`src/design/palette_fade_engine_core_assert.svh`:
```
// ----------------------------------------------------------------------------
// palette fade engine assertion macros
// shared concurrent check forms, clocked on clk_i and off while rst_ni is low
// ----------------------------------------------------------------------------
`ifndef PALETTE_FADE_ENGINE_CORE_ASSERT_SVH
`define PALETTE_FADE_ENGINE_CORE_ASSERT_SVH

// same-cycle implication
`define PFE_ASSERT_IMPL(label, ante, cons, msg) \
  label: assert property (@(posedge clk_i) disable iff (!rst_ni) (ante) |-> (cons)) \
    else $error(msg);

// next-cycle implication
`define PFE_ASSERT_NEXT(label, ante, cons, msg) \
  label: assert property (@(posedge clk_i) disable iff (!rst_ni) (ante) |=> (cons)) \
    else $error(msg);

`endif

```
`src/design/pfe_pkg.sv`:
```
// ----------------------------------------------------------------------------
// pfe_pkg
// operation codes, controller states, command and status bundles and the
// component clamp shared by the palette fade engine modules
// ----------------------------------------------------------------------------
package pfe_pkg;

  // longest run of colors one tick walks
  localparam int unsigned MAX_RUN   = 16;
  localparam int unsigned COMP_W    = 8;
  localparam int unsigned CHAN_W    = 5;
  localparam int unsigned COLOR_W   = 15;
  localparam int unsigned PIDX_W    = 9;
  localparam int unsigned SLOT_W    = 4;

  typedef enum logic [1:0] {
    OP_LOAD  = 2'd0,
    OP_SET   = 2'd1,
    OP_TICK  = 2'd2,
    OP_CLEAR = 2'd3
  } op_e;

  typedef enum logic [3:0] {
    S_IDLE  = 4'b0001,
    S_CLEAR = 4'b0010,
    S_STEP  = 4'b0100,
    S_WRITE = 4'b1000
  } state_e;

  // controller to datapath
  typedef struct packed {
    logic accept;  // input transaction taken this cycle
    logic col_rd;  // read the color at the next slot
    logic col_wr;  // write back stepped color and load output register
    logic clr_wr;  // clearing pass write
  } cmd_t;

  // datapath to controller
  typedef struct packed {
    logic tick_go;    // pending item is a tick on an existing bank
    logic step_nz;    // step fetched for the tick is nonzero
    logic out_free;   // output register can take a new color
    logic slot_zero;  // held color is slot 0
    logic clr_last;   // clearing pass at the final entry
  } sts_t;

  // biased component read as signed, minus 32, clamped to 0..31
  function automatic logic [CHAN_W-1:0] clamp_comp(input logic [COMP_W-1:0] c);
    logic [CHAN_W-1:0] res;
    if (c[7] || (c[6:5] == 2'b00)) begin
      res = '0;
    end else if (c[6]) begin
      res = '1;
    end else begin
      res = c[4:0];
    end
    return res;
  endfunction

endpackage

```
`src/design/pfe_ctrl.sv`:
```
// ----------------------------------------------------------------------------
// pfe_ctrl
// controller FSM: memory clearing pass after reset, input acceptance,
// step fetch and, while output is free, the one-color-per-cycle tick walk
// ----------------------------------------------------------------------------
`include "palette_fade_engine_core_assert.svh"

module pfe_ctrl
  import pfe_pkg::*;
(
  input  logic clk_i,
  input  logic rst_ni,
  input  logic in_valid_i,
  output logic in_stall_o,
  input  sts_t sts_i,
  output cmd_t cmd_o
);

  state_e state_q, state_d;

  // next state and commands
  always_comb begin
    state_d    = state_q;
    cmd_o      = '0;
    in_stall_o = 1'b1;
    case (state_q)
      S_CLEAR: begin
        cmd_o.clr_wr = 1'b1;
        if (sts_i.clr_last) begin
          state_d = S_IDLE;
        end
      end
      S_IDLE: begin
        in_stall_o   = 1'b0;
        cmd_o.accept = in_valid_i;
        if (in_valid_i && sts_i.tick_go) begin
          state_d = S_STEP;
        end
      end
      S_STEP: begin
        if (sts_i.step_nz) begin
          cmd_o.col_rd = 1'b1;
          state_d      = S_WRITE;
        end else begin
          state_d = S_IDLE;
        end
      end
      S_WRITE: begin
        if (sts_i.out_free) begin
          cmd_o.col_wr = 1'b1;
          if (sts_i.slot_zero) begin
            state_d = S_IDLE;
          end else begin
            cmd_o.col_rd = 1'b1;
          end
        end
      end
      default: begin
        state_d = S_IDLE;
      end
    endcase
  end

  // state register, clearing pass starts out of reset
  always_ff @(posedge clk_i or negedge rst_ni) begin
    if (!rst_ni) begin
      state_q <= S_CLEAR;
    end else begin
      state_q <= state_d;
    end
  end

  `PFE_ASSERT_IMPL(a_wr_needs_room, cmd_o.col_wr, sts_i.out_free,
                   "color written back while output register is busy")
  `PFE_ASSERT_NEXT(a_run_ends, cmd_o.col_wr && sts_i.slot_zero, state_q == S_IDLE,
                   "tick run did not end after slot 0")
  `PFE_ASSERT_IMPL(a_step_after_tick, state_q == S_STEP,
                   $past(cmd_o.accept && sts_i.tick_go),
                   "step fetch without an accepted tick")

endmodule

```
`config.mk`:
```
export PLATFORM = sky130hd
export DESIGN_NAME = pfe_ctrl
export DESIGN_NICKNAME = d
export VERILOG_FILES = /design/src/design/pfe_pkg.sv /design/src/design/pfe_ctrl.sv
export VERILOG_INCLUDE_DIRS = /design/src /design/src/design
export SDC_FILE = /design/constraint.sdc
export NUM_CORES = 1
export LEC_CHECK = 0
export ABC_CLOCK_PERIOD_IN_PS = 1400
export BUFFER_PORTS_ARGS = -buffer_cell sky130_fd_sc_hd__buf_2
export CAP_MARGIN = 40
export CORE_AREA = 2 2 39 41
export CTS_CLUSTER_DIAMETER = 60
export DETAILED_ROUTE_END_ITERATION = 10
export DIE_AREA = 0 0 41 43
export PLACE_DENSITY = 0.44
export SETUP_SLACK_MARGIN = 0.15
export SLEW_MARGIN = 20
export SYNTH_ARGS = -nofsm -noshare
export SYNTH_HDL_FRONTEND = slang
export SYNTH_SLANG_ARGS = --single-unit
```
`constraint.sdc`:
```
create_clock -name clk_i -period 1.4 [get_ports clk_i]
set_clock_uncertainty 0.15 [all_clocks]
set_input_delay 0.07 -clock clk_i [delete_from_list [all_inputs] [get_ports clk_i]]
set_output_delay 0.07 -clock clk_i [all_outputs]
set_load 0.01 [all_outputs]
```
==> results of run 1 <==
[placed cells by master (no fill, tap or decap)]
master         instances
a22o_1                 2
and2_1                 1
and2_4                 1
and2b_2                1
buf_12                 1
buf_2                 11
buf_4                  2
buf_6                  2
clkbuf_1               1
clkbuf_4               3
dfrtp_2                3
dfstp_2                1
dlygate4sd3_1          3
inv_1                  2
nand2_1                3
nor2_1                 1
nor4b_2                1
nor4b_4                3
o31ai_2                1
[stage by stage]
stage	std cells	utilization, %	area (um2)	setup TNS [ps]
global placement	48	23.15	320.3	0
floorplan	20	-	240.2	0
global route	59	33.00	456.7	-1412
detailed placement	48	23.15	320.3	0
finish	59	33.00	456.7	-920.0
CTS	58	30.02	415.4	-906.2
[layer usage]
layer	wire [um]	track usage, %	vias up
met5	0	0	-
met4	0	6.000	0
met3	57	1.571	0
met2	326	15.00	13
met1	252	10.13	108
li1	-	-	118
[worst max path at each step]
stage	start	end	slack, ps	depth (start not counted)
2_1_floorplan	state_q[1]	state_q[0]	70	3
5_1_grt	state_q[0]	cmd_o[2]	-300	4
4_1_cts	state_q[0]	cmd_o[2]	-240	4
3_5_place_dp	state_q[0]	cmd_o[2]	8	4
3_3_place_gp	state_q[1]	state_q[0]	50	3
6_report	state_q[0]	cmd_o[2]	-240	4
[power groups by stage]
stage	sequential, mW	combinational, mW	clock (mW)
after floorplan	0.172	0.0926	0
after global placement	0.174	0.138	0
after detailed placement	0.177	0.140	0
after CTS	0.184	0.150	0.168
after global routing	0.192	0.260	0.173
final	0.189	0.238	0.157
[synthesized netlist by cell type]
library cell  number
o31ai_1            1
a22o_1             2
nor2_1             1
and2_1             2
dfstp_2            1
nor4b_2            4
dfrtp_1            3
and2b_1            1
nand2_1            3
inv_1              2
[worst reg2reg max path, stage by stage, from the launching register on]
cell,delay [ps]
dfrtp_2,440
buf_12,140
nor4b_4,260
buf_4,150
and2b_2,170
o31ai_2,60
[kinds of logic after synthesis]
kind of cell / Yosys count / share of synthesized area, %
buffers and inverters: 2 / 3.280
AND/OR/NAND/NOR: 11 / 41.53
AO/OA/AOI/OAI: 3 / 10.93
flip-flops: 4 / 44.26
[cell type report]
cell class	instances	area share, %
clock buffers	4	5.753
multi-input cells	14	33.97
flip-flops and latches	4	23.01
inverters	2	1.644
well taps	16	4.384
repair buffers	19	31.23
[what timing repair did]
item,CTS,global route
resized for setup,3,6
hold buffers,3,0
pin swaps,1,6
endpoints found under the setup margin,8,9
setup buffers,3,1
hold endpoints to repair,6,0
==> results.md, run 1 <==
* Run status: finished, violations left
* Failing checks: setup timing
* Share of the synthesized area in the top cell type at 32.79%
* Area leader, netlist: dfrtp_1
* Max Slew Vio Count at 0
* Max FFs per register at 4
* Sequential share of the synthesized area at 44.26%
* Pin count of the biggest net entering global routing at 6
* Post-route minimum period at 1636 ps
* Die Width at 41 um
* Nets at 52
* Core area at 1384 um2
* Vias per cell at 4.051
* Crit start category: flop
* Critical Path RT at 1180 ps
* Initial core utilization at 16.55%
* Routed Antenna Nets at 0
* Worst vdd ir at 490.9 uV
* Most flops, register: state_q
* Initial antenna violation count at 0
* Largest registers: state_q x4
* Syn Nets at 28
* FMAX at 611.1 MHz
* Die Y at 43 um
* First-pass GRT wire length at 1048 um
* Unrepaired setup endpoints after global routing: yes
* Final cycle utilization of the critical path at 116.9%
* Clock-pin transition on the worst setup and hold timing paths at 40 ps
* Clock power frac at 26.8%
* N_diodes at 0
* GP Congestion at 0.5958
* Crit Path Class: reg2out
* Net Sw Frac at 31.80%
* Max incr delay on CP at 440 ps
* H-tree Lvls at 1
* PnR worst setup slack at -236.4 ps
* Register area at 105.1 um2
* R2r endpoint: state_q[0]
* Layout cells sized above 1 at 69.77%
* Post-route total power at 0.5840 mW
* Ports at 13
* Final Hold Viols at 0
* Clk buf depth at 2
* Comb pwr share at 40.8%
* DR DRC count at 0
* Leakage at 0.2148 nW
* TritonCTS Buffers at 3
* Worst slew margin at 79.46%
* Post-Synthesis Cells at 20
* WL final at 636 um
* Crit end category: primary output
* Int Power at 0.3983 mW
* Worst Max-Slew Pin Slew at 306.9 ps
* Clock sinks at 4
* Area of the multi-input gates at 155.1 um2
* Crit-path max FO at 3
* Vias at 239
* FF-to-FF path depth at 5
* Final Setup Violations at 7
* Crit path buf inv count at 1
* R2R Setup Slk at -90 ps
* CTS tree: built
* WL/cell at 10.78 um
* Distinct cells, synth at 10
* Syn_area_per_cell at 11.45 um2
* Port buffer count at 12
* Hold WC Path Type: in2async
* Iteration-0 DRC Markers at 4
* Standard-cell row count at 14
* Die ar. at 1763 um2
* Area growth, synth to finish at 99.45%
* FF+latch count, synth at 4
* Vias in the first global route at 252
* # fillers at 147
* Number of max-cap violations at 0
* Post-place setup slack at 7.781 ps
* Hold Slack at 8.371 ps
* Ranking of synthesized cells by area: dfrtp_1, nor4b_2, dfstp_2
* Netlist Area Pre-Place at 229.0 um2
* Seq pwr share at 32.4%
* Skew-Pair Late Insertion Delay at 240 ps
* Total grt overflow at 0
* CP arrival at 1420 ps
* Power per cell area at 1279 nW/um2
* Total track usage at 9.183%
* Ys Warns at 0
* CTS root buf: clkbuf_4
* Crit-path leading delay family: simple AND/OR/NAND/NOR gates
* Worst r2r src: state_q[0]
* Sw power at 0.1857 mW
* Slowest cell on crit path: dfrtp_2
* Crit path cell chain: nor4b_4 -> and2_4 -> a22o_1 -> buf_2
* Drt first pass iters at 2
No activity file was read; power rests on OpenSTA's default activity.
==> inputs of run 2 (changes only) <==
Settings changed: ABC_AREA set to 1, PLACE_DENSITY 0.44 to 0.46.
==> run 2 against run 1 <==
The flow now finishes without violations. Combinational power shrank 21%. Clock power up 3%. Final cell count increased by 17%. Worst setup slack gained 270 ps. Synthesized area rose by 10%. Wire length rose by 0.63%. Critical path depth did not move. Critical endpoint unchanged. Highest routed layer is now met4.
==> results.md, run 2 <==
* Seq pwr share at 34.8%
* # fillers at 154
* Standard-cell row count at 14
* Area of the multi-input gates at 157.7 um2
* GP Congestion at 0.7544
* Iteration-0 DRC Markers at 5
* Worst Max-Slew Pin Slew at 183.9 ps
* CTS tree: built
* Clock sinks at 4
* Layout cells sized above 1 at 58.49%
* Final cycle utilization of the critical path at 97.64%
* Unrepaired setup endpoints after global routing: yes
* Area growth, synth to finish at 76.24%
* Met2 Wirelength at 315 um
* Setup TNS at 0 ps
* Area leader, netlist: dfrtp_1
* Vias per cell at 4.014
* Die ar. at 1763 um2
* Register area at 105.1 um2
* Ports at 13
* Vias at 277
* Worst slew margin at 87.64%
* Clock power frac at 30.1%
* Crit Path Class: reg2out
* FF-to-FF path depth at 5
* Crit end category: primary output
* WL final at 640 um
* Sequential share of the synthesized area at 40.10%
* Final Setup Violations at 0
* Die Width at 41 um
* Int Power at 0.3335 mW
* FF+latch count, synth at 4
* R2r endpoint: state_q[0]
* Sw power at 0.2014 mW
* Initial antenna violation count at 0
* Post-Synthesis Cells at 31
* Max Slew Vio Count at 0
* Hold WC Path Type: in2reg
* Routed Antenna Nets at 0
* CTS root buf: clkbuf_4
* Crit-path max FO at 5
* DP HPWL at 463.1 um
* Syn_area_per_cell at 8.153 um2
* Top-count cell post-synth: inv_1
* R2R Setup Slk at 150 ps
* First-pass GRT wire length at 1007 um
* Async SR Flop Fraction at 100.0%
* Vias in the first global route at 270
* FMAX at 731.6 MHz
* Port buffer count at 12
* Most common cell after layout, fill and taps aside: buf_2
* Pin count of the biggest net entering global routing at 6
* Final Hold Viols at 0
* Clock-pin transition on the worst setup and hold timing paths at 40 ps
* Netlist Area Pre-Place at 252.7 um2
* Most flops, register: state_q
* Post-route total power at 0.5349 mW
* Ranking of synthesized cells by area: dfrtp_1, nand3_2, dfstp_2
* Power per cell area at 1201 nW/um2
* Total grt overflow at 0
* Core area at 1384 um2
* Max FFs per register at 4
* Die Y at 43 um
* Crit start category: flop
* Leakage at 0.2231 nW
* Highest Signal Layer: met4
* DR DRC count at 0
* Comb pwr share at 35.1%
* Share of the synthesized area in the top cell type at 29.70%
* EDFF count, synth at 0
* Run status: complete, no violations
* H-tree Lvls at 1
* CP endpoint: cmd_o[2]
* Net Sw Frac at 37.65%
* Post-route minimum period at 1367 ps
* Post-synth top cells: inv_1, nand2_1
* N_diodes at 0
* Number of max-cap violations at 0
* DR WL met3 at 39 um
* Nets at 62
* Largest registers: state_q x4
* Drt first pass iters at 3
* Wl on met1 at 266 um
* Skew-Pair Late Insertion Delay at 240 ps
* WL/cell at 9.275 um
* Top_reg_cell synth: dfrtp_1
* Syn Nets at 39
* Distinct cells, synth at 15
* Worst vdd ir at 489.0 uV
* CP arrival at 1150 ps
* Most frequent cells in the layout: buf_2, dlygate4sd3_1, inv_1, nand2_1
* Total track usage at 9.293%
* TritonCTS Buffers at 3
* Ys Warns at 0
* Critical Path RT at 1180 ps
* Critical Path Start: state_q[0]
* Worst r2r src: state_q[1]
* Clk buf depth at 2
* Initial core utilization at 18.26%
run 2: area by class of cell:
type | count | share of cell area, %
inverters | 5 | 4.213
flip-flops and latches | 4 | 23.60
well taps | 16 | 4.494
clock buffers | 4 | 5.899
multi-input cells | 22 | 35.39
repair buffers | 18 | 26.40
run 2: worst max-delay path, stage by stage, from the launching register on:
cell     delay, ps
dfrtp_2        450
nor2_4         140
nand3_1         90
o21ai_1        100
buf_2          130
run 2: kinds of logic (layout without fill, tap and decap cells):
kind of cell / after synthesis / in the layout / synth area share, %
flops: 4 / 4 / 40.10
compound gates: 2 / 2 / 3.961
simple gates: 20 / 20 / 48.52
buf+inv: 5 / 27 / 7.427
run 2: repair_timing:
action | in CTS | in global routing
setup buffers | 1 | 0
endpoints found under the hold margin | 6 | 0
resized for setup | 4 | 5
hold buffers | 5 | 0
pin swaps | 1 | 1
endpoints found under the setup margin | 6 | 8
run 2: power groups by stage:
stage	registers, mW	logic [mW]	clock network, mW
2_1_floorplan	0.164	0.111	0
3_3_place_gp	0.171	0.165	0
3_5_place_dp	0.171	0.163	0
4_1_cts	0.176	0.192	0.169
5_1_grt	0.191	0.208	0.179
6_report	0.186	0.188	0.161
run 2: worst min path at each step:
stage / cells after the start / from / to / slack (ps)
final: 4 / sts_i[2] / state_q[3] / 4
after global placement: 1 / rst_ni / state_q[2] / -270
after CTS: 4 / sts_i[2] / state_q[3] / 4
after detailed placement: 1 / rst_ni / state_q[2] / -270
after global routing: 2 / rst_ni / state_q[2] / 20
after floorplan: 0 / rst_ni / state_q[0] / -380
run 2: metrics by stage:
stage          instances  hold slack, ps  cell area (um2)  util [%]  setup slack [ps]
3_5_place_dp          59          -269.7            332.8     24.05             142.7
6_report              69           3.691            445.4     32.19             33.04
2_1_floorplan         31          -375.6            252.7         -             184.6
5_1_grt               69           17.41            445.4     32.19            -59.55
3_3_place_gp          59          -270.0            332.8     24.05             178.9
4_1_cts               69           4.369            426.7     30.83            -8.109
run 2: layer usage:
layer / up-vias / global-route usage (%)
met5: - / 0
met4: 0 / 10.00
met3: 2 / 3.141
met2: 11 / 14.06
met1: 119 / 8.525
li1: 145 / -
